File: src/hdl/i2cbm_pkg.sv
// Shared types and constants of the I2C byte master.
package i2cbm_pkg;

  localparam int          TickW           = 16;
  localparam logic [TickW-1:0] PHASE_TICKS_RST = 16'd50;

  localparam logic [4:0]  PHASE_IDLE  = 5'd31;
  localparam logic [4:0]  PH_WR_REL   = 5'd24;
  localparam logic [4:0]  PH_WR_ACK   = 5'd25;
  localparam logic [4:0]  PH_RD_ACK   = 5'd16;
  localparam logic [4:0]  PH_RD_HIGH  = 5'd17;

  typedef enum logic [1:0] {
    CMD_START = 2'd0,
    CMD_STOP  = 2'd1,
    CMD_WRITE = 2'd2,
    CMD_READ  = 2'd3
  } cmd_t;

  typedef struct packed {
    logic       cmd_valid;
    cmd_t       mode;
    logic [7:0] tx_byte;
    logic       send_ack;
    logic       sda_in;
  } item_t;

  typedef struct packed {
    logic       scl_level;
    logic       sda_drive;
    logic       sda_level;
    logic       busy_res;
    logic       done_res;
    logic [7:0] rx_byte;
    logic       ack_level;
  } res_t;

  // Index of the last bus phase of each command.
  function automatic logic [4:0] phase_last(input cmd_t m);
    logic [4:0] r;
    unique case (m)
      CMD_START: r = 5'd3;
      CMD_STOP:  r = 5'd2;
      CMD_WRITE: r = 5'd26;
      CMD_READ:  r = 5'd18;
      default:   r = 5'd3;
    endcase
    return r;
  endfunction

endpackage

File: src/hdl/i2cbm_front.sv
// Input queue: takes ticks from the bus side and decodes them into items.
module i2cbm_front (
  input  logic                clk,
  input  logic                rst_n,
  input  logic                push,
  output logic                full,
  input  logic                cmd_valid,
  input  logic [1:0]          mode,
  input  logic [7:0]          tx_byte,
  input  logic                send_ack,
  input  logic                sda_in,
  input  logic                deq,
  output logic                avail,
  output i2cbm_pkg::item_t    item
);
  import i2cbm_pkg::*;

  item_t      mem_r [2];
  logic       wr_ptr_r, rd_ptr_r;
  logic [1:0] cnt_r;
  logic       wr_en, rd_en;
  item_t      dec;

  assign full  = (cnt_r == 2'd2);
  assign avail = (cnt_r != 2'd0);
  assign wr_en = push && !full;
  assign rd_en = deq && avail;
  assign item  = mem_r[rd_ptr_r];

  always_comb begin
    dec.cmd_valid = cmd_valid;
    dec.mode      = cmd_t'(mode);
    dec.tx_byte   = tx_byte;
    dec.send_ack  = send_ack;
    dec.sda_in    = sda_in;
  end

  always_ff @(posedge clk) begin
    if (wr_en) begin
      mem_r[wr_ptr_r] <= dec;
    end
  end

  always_ff @(posedge clk) begin
    if (!rst_n) begin
      wr_ptr_r <= 1'b0;
      rd_ptr_r <= 1'b0;
      cnt_r    <= 2'd0;
    end else begin
      if (wr_en) wr_ptr_r <= ~wr_ptr_r;
      if (rd_en) rd_ptr_r <= ~rd_ptr_r;
      if (wr_en && !rd_en) cnt_r <= cnt_r + 2'd1;
      else if (rd_en && !wr_en) cnt_r <= cnt_r - 2'd1;
    end
  end

endmodule

File: src/hdl/i2cbm_engine.sv
// Bus engine: phase counter, pin registers and shift register, one tick per item.
module i2cbm_engine (
  input  logic                    clk,
  input  logic                    rst_n,
  input  logic                    go,
  input  i2cbm_pkg::item_t        item,
  input  logic                    cfg_we,
  input  logic [i2cbm_pkg::TickW-1:0] cfg_data,
  output i2cbm_pkg::res_t         res
);
  import i2cbm_pkg::*;

  logic [TickW-1:0] pt_r;
  logic [4:0]       phase_r, phase_nxt;
  cmd_t             mode_r, mode_nxt;
  logic [1:0]       slot_r, slot_nxt;
  logic [7:0]       shift_r, shift_nxt;
  logic [TickW-1:0] tick_r, tick_nxt;
  logic             ackc_r, ackc_nxt;
  logic [7:0]       rx_r, rx_nxt;
  logic             ackh_r, ackh_nxt;
  logic             scl_r, scl_nxt;
  logic             drv_r, drv_nxt;
  logic             lvl_r, lvl_nxt;
  logic             done;
  logic             do_enter;
  logic [TickW-1:0] limit;
  logic [TickW:0]   tick_inc;

  assign limit    = (pt_r == '0) ? {{(TickW-1){1'b0}}, 1'b1} : pt_r;
  assign tick_inc = {1'b0, tick_r} + {{TickW{1'b0}}, 1'b1};

  always_comb begin
    phase_nxt = phase_r;
    mode_nxt  = mode_r;
    slot_nxt  = slot_r;
    shift_nxt = shift_r;
    tick_nxt  = tick_r;
    ackc_nxt  = ackc_r;
    rx_nxt    = rx_r;
    ackh_nxt  = ackh_r;
    scl_nxt   = scl_r;
    drv_nxt   = drv_r;
    lvl_nxt   = lvl_r;
    done      = 1'b0;
    do_enter  = 1'b0;

    if (phase_r == PHASE_IDLE) begin
      if (item.cmd_valid) begin
        mode_nxt  = item.mode;
        shift_nxt = (item.mode == CMD_WRITE) ? item.tx_byte : 8'd0;
        ackc_nxt  = item.send_ack;
        tick_nxt  = '0;
        phase_nxt = 5'd0;
        slot_nxt  = 2'd0;
        do_enter  = 1'b1;
      end
    end else if (tick_inc >= {1'b0, limit}) begin
      // Sample due at the end of the current phase.
      if (mode_r == CMD_WRITE && phase_r == PH_WR_ACK) begin
        ackh_nxt = item.sda_in;
      end else if (mode_r == CMD_READ && phase_r < PH_RD_ACK && !phase_r[0]) begin
        shift_nxt = {shift_r[6:0], item.sda_in};
      end
      tick_nxt = '0;
      if (phase_r == phase_last(mode_r)) begin
        if (mode_r == CMD_WRITE) begin
          drv_nxt = 1'b1;
        end else if (mode_r == CMD_READ) begin
          drv_nxt = 1'b0;
          rx_nxt  = shift_nxt;
        end
        phase_nxt = PHASE_IDLE;
        done      = 1'b1;
      end else begin
        phase_nxt = phase_r + 5'd1;
        slot_nxt  = (slot_r == 2'd2) ? 2'd0 : slot_r + 2'd1;
        do_enter  = 1'b1;
      end
    end else begin
      tick_nxt = tick_inc[TickW-1:0];
    end

    // Pin actions on entry to a phase.
    if (do_enter) begin
      unique case (mode_nxt)
        CMD_START: begin
          if (phase_nxt == 5'd0) begin
            drv_nxt = 1'b1;
            lvl_nxt = 1'b1;
          end else if (phase_nxt == 5'd1) scl_nxt = 1'b1;
          else if (phase_nxt == 5'd2) lvl_nxt = 1'b0;
          else scl_nxt = 1'b0;
        end
        CMD_STOP: begin
          if (phase_nxt == 5'd0) begin
            drv_nxt = 1'b1;
            lvl_nxt = 1'b0;
          end else if (phase_nxt == 5'd1) scl_nxt = 1'b1;
          else lvl_nxt = 1'b1;
        end
        CMD_WRITE: begin
          if (phase_nxt < PH_WR_REL) begin
            if (slot_nxt == 2'd0) begin
              drv_nxt   = 1'b1;
              lvl_nxt   = shift_nxt[7];
              shift_nxt = {shift_nxt[6:0], 1'b0};
            end else if (slot_nxt == 2'd1) scl_nxt = 1'b1;
            else scl_nxt = 1'b0;
          end else if (phase_nxt == PH_WR_REL) drv_nxt = 1'b0;
          else if (phase_nxt == PH_WR_ACK) scl_nxt = 1'b1;
          else scl_nxt = 1'b0;
        end
        CMD_READ: begin
          if (phase_nxt < PH_RD_ACK) begin
            if (!phase_nxt[0]) begin
              if (phase_nxt == 5'd0) drv_nxt = 1'b0;
              scl_nxt = 1'b1;
            end else begin
              scl_nxt = 1'b0;
            end
          end else if (phase_nxt == PH_RD_ACK) begin
            drv_nxt = 1'b1;
            lvl_nxt = !ackc_nxt;
          end else if (phase_nxt == PH_RD_HIGH) scl_nxt = 1'b1;
          else scl_nxt = 1'b0;
        end
        default: ;
      endcase
    end
  end

  always_comb begin
    res.scl_level = scl_nxt;
    res.sda_drive = drv_nxt;
    res.sda_level = drv_nxt & lvl_nxt;
    res.busy_res  = (phase_nxt != PHASE_IDLE);
    res.done_res  = done;
    res.rx_byte   = rx_nxt;
    res.ack_level = ackh_nxt;
  end

  always_ff @(posedge clk) begin
    if (!rst_n) begin
      pt_r    <= PHASE_TICKS_RST;
      phase_r <= PHASE_IDLE;
      mode_r  <= CMD_START;
      slot_r  <= 2'd0;
      shift_r <= 8'd0;
      tick_r  <= '0;
      ackc_r  <= 1'b0;
      rx_r    <= 8'd0;
      ackh_r  <= 1'b1;
      scl_r   <= 1'b1;
      drv_r   <= 1'b1;
      lvl_r   <= 1'b1;
    end else begin
      if (cfg_we) pt_r <= cfg_data;
      if (go) begin
        phase_r <= phase_nxt;
        mode_r  <= mode_nxt;
        slot_r  <= slot_nxt;
        shift_r <= shift_nxt;
        tick_r  <= tick_nxt;
        ackc_r  <= ackc_nxt;
        rx_r    <= rx_nxt;
        ackh_r  <= ackh_nxt;
        scl_r   <= scl_nxt;
        drv_r   <= drv_nxt;
        lvl_r   <= lvl_nxt;
      end
    end
  end

endmodule

File: src/hdl/i2cbm_resq.sv
// Result queue: holds finished items until the consumer pops them.
module i2cbm_resq (
  input  logic             clk,
  input  logic             rst_n,
  input  logic             wr,
  input  i2cbm_pkg::res_t  wdata,
  output logic             room,
  input  logic             pop,
  output logic             empty,
  output i2cbm_pkg::res_t  rdata
);
  import i2cbm_pkg::*;

  res_t       mem_r [2];
  logic       wr_ptr_r, rd_ptr_r;
  logic [1:0] cnt_r;
  logic       rd_en;

  assign room  = (cnt_r != 2'd2);
  assign empty = (cnt_r == 2'd0);
  assign rd_en = pop && !empty;
  assign rdata = mem_r[rd_ptr_r];

  always_ff @(posedge clk) begin
    if (wr) begin
      mem_r[wr_ptr_r] <= wdata;
    end
  end

  always_ff @(posedge clk) begin
    if (!rst_n) begin
      wr_ptr_r <= 1'b0;
      rd_ptr_r <= 1'b0;
      cnt_r    <= 2'd0;
    end else begin
      if (wr) wr_ptr_r <= ~wr_ptr_r;
      if (rd_en) rd_ptr_r <= ~rd_ptr_r;
      if (wr && !rd_en) cnt_r <= cnt_r + 2'd1;
      else if (rd_en && !wr) cnt_r <= cnt_r - 2'd1;
    end
  end

endmodule

File: src/hdl/i2c_byte_master.sv
// An accepted item waits in the input queue until the result queue has room; the engine's result
// for it is then stored there and shown on the out_ ports. One item per cycle while there is room.
// A two-entry input queue and a two-entry result queue let either side stall on its own.
// Reset (synchronous, rst_n low): both queues empty, engine idle, phase_ticks = 50,
// SCL high and SDA driven high, ack level 1, received byte 0.
module i2c_byte_master (
  input  logic                        clk,
  input  logic                        rst_n,
  input  logic                        push,
  output logic                        full,
  input  logic                        in_cmd_valid,
  input  logic [1:0]                  in_mode,
  input  logic [7:0]                  in_tx_byte,
  input  logic                        in_send_ack,
  input  logic                        in_sda_in,
  output logic                        empty,
  input  logic                        pop,
  output logic                        out_scl_level,
  output logic                        out_sda_drive,
  output logic                        out_sda_level,
  output logic                        out_busy_res,
  output logic                        out_done_res,
  output logic [7:0]                  out_rx_byte,
  output logic                        out_ack_level,
  input  logic                        cfg_valid,
  output logic                        cfg_ready,
  input  logic [i2cbm_pkg::TickW-1:0] cfg_phase_ticks
);
  import i2cbm_pkg::*;

  item_t item;
  res_t  res, res_q;
  logic  avail, room, go;

  // The phase-tick register is written only while no item waits in the input
  // queue, so every queued item is processed with the value in force when it
  // was sent.
  assign cfg_ready = ~avail;

  // The engine consumes one queued tick whenever the result queue can take
  // the item it produces.
  assign go = avail && room;

  i2cbm_front u_front (
    .clk       (clk),
    .rst_n     (rst_n),
    .push      (push),
    .full      (full),
    .cmd_valid (in_cmd_valid),
    .mode      (in_mode),
    .tx_byte   (in_tx_byte),
    .send_ack  (in_send_ack),
    .sda_in    (in_sda_in),
    .deq       (go),
    .avail     (avail),
    .item      (item)
  );

  i2cbm_engine u_engine (
    .clk      (clk),
    .rst_n    (rst_n),
    .go       (go),
    .item     (item),
    .cfg_we   (cfg_valid && cfg_ready),
    .cfg_data (cfg_phase_ticks),
    .res      (res)
  );

  i2cbm_resq u_resq (
    .clk   (clk),
    .rst_n (rst_n),
    .wr    (go),
    .wdata (res),
    .room  (room),
    .pop   (pop),
    .empty (empty),
    .rdata (res_q)
  );

  // The result fields come straight from the head of the result queue.
  assign out_scl_level = res_q.scl_level;
  assign out_sda_drive = res_q.sda_drive;
  assign out_sda_level = res_q.sda_level;
  assign out_busy_res  = res_q.busy_res;
  assign out_done_res  = res_q.done_res;
  assign out_rx_byte   = res_q.rx_byte;
  assign out_ack_level = res_q.ack_level;

endmodule

File: config.mk
export PLATFORM = sky130hd
export DESIGN_NAME = i2c_byte_master
export DESIGN_NICKNAME = d
export VERILOG_FILES = /design/src/hdl/i2cbm_pkg.sv /design/src/hdl/i2cbm_front.sv /design/src/hdl/i2cbm_engine.sv /design/src/hdl/i2cbm_resq.sv /design/src/hdl/i2c_byte_master.sv
export SDC_FILE = /design/constraint.sdc
export NUM_CORES = 1
export LEC_CHECK = 0
export ABC_AREA = 1
export BUFFER_PORTS_ARGS = -buffer_cell sky130_fd_sc_hd__buf_2
export CORE_AREA = 2 2 186 151
export CTS_BUF_LIST = sky130_fd_sc_hd__clkbuf_8
export DETAILED_ROUTE_END_ITERATION = 16
export DIE_AREA = 0 0 188 153
export GPL_ROUTABILITY_DRIVEN = 0
export PLACE_DENSITY = 0.46
export SLEW_MARGIN = 10
export SYNTH_ARGS = -nofsm -noshare
export SYNTH_HDL_FRONTEND = slang
export SYNTH_SLANG_ARGS = --single-unit
File: constraint.sdc
create_clock -name clk -period 6.5 [get_ports clk]
set_input_delay 0.65 -clock clk [delete_from_list [all_inputs] [get_ports clk]]
set_output_delay 0.65 -clock clk [all_outputs]
set_load 0.005 [all_outputs]
==> run_results.csv <==
group,metric,value,unit
cells_and_area,drive_above_1_share,18.0,%
timing,hold_viol_final,0,
power,peakVddDrop,0.211,mV
synth,synth_top_family_by_area,"simple AND/OR/NAND/NOR gates",
min_path,hp-class,"in -> reg",
cts,clk_latency,450,ps
floorplan,core,27000,sq um
run_status,status,"finished, final reports clean",
synth,synth_area,6650,sq um
global_routing,grt_use_met2,15.6,%
timing,rsz0062_at_grt,"false",
synth,synth_warnings,0,
critical_path,path_cells,"nand3_1 > nor2_1 > nand4_1 > nor2_1 > nand3_1 > nor2_1 > xor2_1 > ha_1 > inv_1 > nor2_1 > a21boi_1 > nor2_8 > nand2_4 > inv_2 > nor4_4 > nand2_2 > o21ai_2 > nand2_1 > a21oi_1 > nand3_1 > nand2_1 > a21oi_1",
detailed_routing,drtIter0Drc,306,
power,combPwrFrac,47.0,%
detailed_routing,drt_pre_antenna_iters,5,
detailed_routing,dr_total_vias,5393,
synth,netlist_instances,814,
floorplan,die_w,188,um
synth,yosysSeqAreaShare,46.1,%
synth,synth_edf_count,54,
synth,yosysTopAreaCellShare,24.4,%
placement,pre_cts_ws,2320,ps
cts,cts_setup_buffers,0,
timing,fin_tns_setup,0,ps
power,finalPower,3.69,mW
flow_run,maxCapViolCount,0,
cts,ctsLongestPathBuffers,2,
placement,dp_cells,1208,
critical_path,critPathMaxFanout,24,
global_routing,grt_antenna_before_repair,1,
timing,setup_ws,2240,ps
cells_and_area,num_antenna_cells,0,
global_routing,met3_usage,2.96,%
critical_path,path_class,"reg -> reg",
detailed_routing,drcViolationCount,0,
critical_path,arrival,4450,ps
power,cellPowerDensity,479,nW/um^2
cts,clockRootBuffer,"clkbuf_8",
critical_path,rr_startpoint,"u_engine.tick_r[2]",
power,p_int,2.00,mW
floorplan,die_h,153,um
power,power_frac_clock,19.1,%
critical_path,path_delay_family,"simple AND/OR/NAND/NOR gates",
timing,slew_viol_final,0,
synth,yosysUniqueCellTypes,45,
cells_and_area,area_delta_synth_final,15.6,%
synth,synth_most_common_cell,"nand2_1",
floorplan,rows,54,
global_routing,grt_max_degree,45,
synth,ys_ff_latch,126,
timing,finalClockSkew,15.2,ps
cts,cts_sinks,126,
synth,synthesis.nets,870,
timing,min_period,4260,ps
synth,async_reset_ff_share,0,%
power,switching_power,1.69,mW
synth,synth.area.mux_share,3.57,%
synth,yosys.area_share.simple,22.2,%
synth,syn_avg_cell_area,8.17,sq um
cells_and_area,fin_cells,1240,
global_routing,track_usage,12.0,%
global_routing,grt_pass1_wl,27100,um
placement,portBuffers,50,
synth,synth-compound-area-share,14.5,%
cells_and_area,nets,919,
critical_path,rr_worst_depth,22,
cts,cts-buffers-inserted,17,
timing,fmax,0.235,GHz
synth,synth_area_leaders,"edfxtp_1 (24%), dfxtp_1 (22%), nand2_1 (9.5%), a21oi_1 (5.9%), inv_1 (4.5%)",
critical_path,critical_path.endpoint_type,"register",
cts,post_cts_resize_count,0,
power,seqPwrFrac,33.9,%
detailed_routing,wl_per_cell,13.5,um
synth,synth_commonest_cells,"nand2_1 (168), a21oi_1 (79), inv_1 (79)",
synth,synth_xor_area_share,2.11,%
floorplan,num_io_pins,51,
detailed_routing,wl,16700,um
cts,h-tree-depth,4,
floorplan,start_util,24.7,%
timing,relSlewSlack,41.9,%
timing,setup_viol,0,
critical_path,regToRegEndpoint,"u_resq.mem_r[1][11]",
critical_path,cpPeakStageDelay,410,ps
critical_path,worst-path-buf-inv,2,
cells_and_area,fin_area,7690,sq um
critical_path,critPathLaunchType,"register",
critical_path,cpMaxStageDelayCell,"dfxtp_1",
floorplan,dieArea,28800,sq um
synth,synth_ff_type,"dfxtp_1",
min_path,hold_end,"u_front.mem_r[0][0]",
timing,worst_pin_slew,870,ps
global_routing,grt_pass1_vias,4939,
cts,cts.clk_slew.worst_paths,80,ps
timing,fin_crit_sh,65.5,%
synth,synthAdderAreaFrac,4.14,%
detailed_routing,ant_nets,0,
cts,ctsHoldBuffers,0,
min_path,min_from,"in_sda_in",
power,leakagePower,3.24,nW
global_routing,top_usage_layer,"met1",
critical_path,rrSetupSlack,2240,ps
placement,dpl_cell_area,7290,sq um
critical_path,crit_top_cell,"nor2_1",
detailed_routing,viasPerCell,4.35,
cts,cts_tree,"built",
min_path,whs_path_depth,1,
critical_path,required,6690,ps
synth,synth_top_area_cell,"edfxtp_1",
power,swShare,45.7,%
placement,dp_hpwl,11700,um
global_routing,gr-total-overflow,0,
global_routing,use_met1,19.0,%
==> worst max-delay path by stage <==
stage          cells after the start             endpoint          startpoint  slack, ps
2_1_floorplan                     23  u_resq.mem_r[0][11]  u_engine.tick_r[2]       3010
3_3_place_gp                      25  u_resq.mem_r[0][11]  u_engine.tick_r[0]       2470
3_5_place_dp                      22  u_resq.mem_r[0][11]  u_engine.tick_r[2]       2320
4_1_cts                           22  u_resq.mem_r[1][11]  u_engine.tick_r[2]       2260
5_1_grt                           23  u_resq.mem_r[1][11]  u_engine.tick_r[2]       1710
6_report                          22  u_resq.mem_r[1][11]  u_engine.tick_r[2]       2240
==> power groups by stage <==
stage / sequential (mW) / clock, mW / combinational, mW
floorplan: 1.21 / 0 / 1.29
global placement: 1.27 / 0 / 1.74
detailed placement: 1.27 / 0 / 1.74
CTS: 1.25 / 0.732 / 1.75
global route: 1.28 / 0.764 / 1.99
finish: 1.25 / 0.703 / 1.73
==> layout by cell type (no fill, tap or decap), types with 5 or more instances in the layout <==
| cell type | instances |
|---|---|
| nor2_1 | 70 |
| o21ai_1 | 25 |
| edfxtp_1 | 54 |
| xor2_1 | 12 |
| dfxtp_1 | 72 |
| nand2_1 | 168 |
| inv_1 | 80 |
| nand2_2 | 12 |
| buf_2 | 50 |
| inv_2 | 20 |
| o211ai_1 | 5 |
| nand4_1 | 13 |
| o21ai_0 | 45 |
| ha_1 | 22 |
| mux2_2 | 14 |
| mux2i_1 | 8 |
| clkbuf_8 | 17 |
| a21oi_1 | 78 |
| nand3_1 | 45 |
| buf_4 | 6 |
==> flip-flops by register name (all words and copies together), names as in the netlist, named ones only <==
name              cells
u_engine.mode_r       2
u_engine.phase_r      5
u_engine.ackh_r       1
u_resq.wr_ptr_r       1
u_engine.rx_r         8
u_front.mem_r        26
u_resq.cnt_r          2
u_front.rd_ptr_r      1
u_front.wr_ptr_r      1
u_engine.lvl_r        1
u_engine.scl_r        1
u_engine.shift_r      8
u_engine.drv_r        1
u_front.cnt_r         2
u_resq.mem_r         28
u_engine.ackc_r       1
u_engine.tick_r      16
u_engine.slot_r       2
u_resq.rd_ptr_r       1
u_engine.pt_r        16
==> kinds of logic after synthesis <==
| group | count (synthesis) |
|---|---|
| XOR/XNOR | 16 |
| multiplexers | 22 |
| flip-flops | 126 |
| buffers and inverters | 127 |
| AND/OR/NAND/NOR | 327 |
| AO/OA/AOI/OAI | 174 |
| adder cells (fa/ha/maj) | 22 |
==> stage by stage <==
step	hold slack, ps	utilization (%)
3_5_place_dp	450	27.0
2_1_floorplan	426	-
3_3_place_gp	439	27.0
6_report	386	28.5
4_1_cts	348	28.5
5_1_grt	350	28.5
==> layout make-up <==
| class | count | area [sq um] |
|---|---|---|
| repair buffers | 56 | 295 |
| clock buffers | 17 | 234 |
| multi-input cells | 561 | 3100 |
| well taps | 364 | 455 |
| inverters | 101 | 380 |
| flip-flops and latches | 126 | 3060 |
| fillers | 2956 | 19300 |
| clock inverters | 15 | 161 |
==> routing by layer <==
metal	up-vias	routed length [um]
li1	2832	-
met1	2437	9410
met2	113	6400
met3	11	717
met4	0	169
met5	-	0
Note: power is estimated with default switching activity, not from simulation.
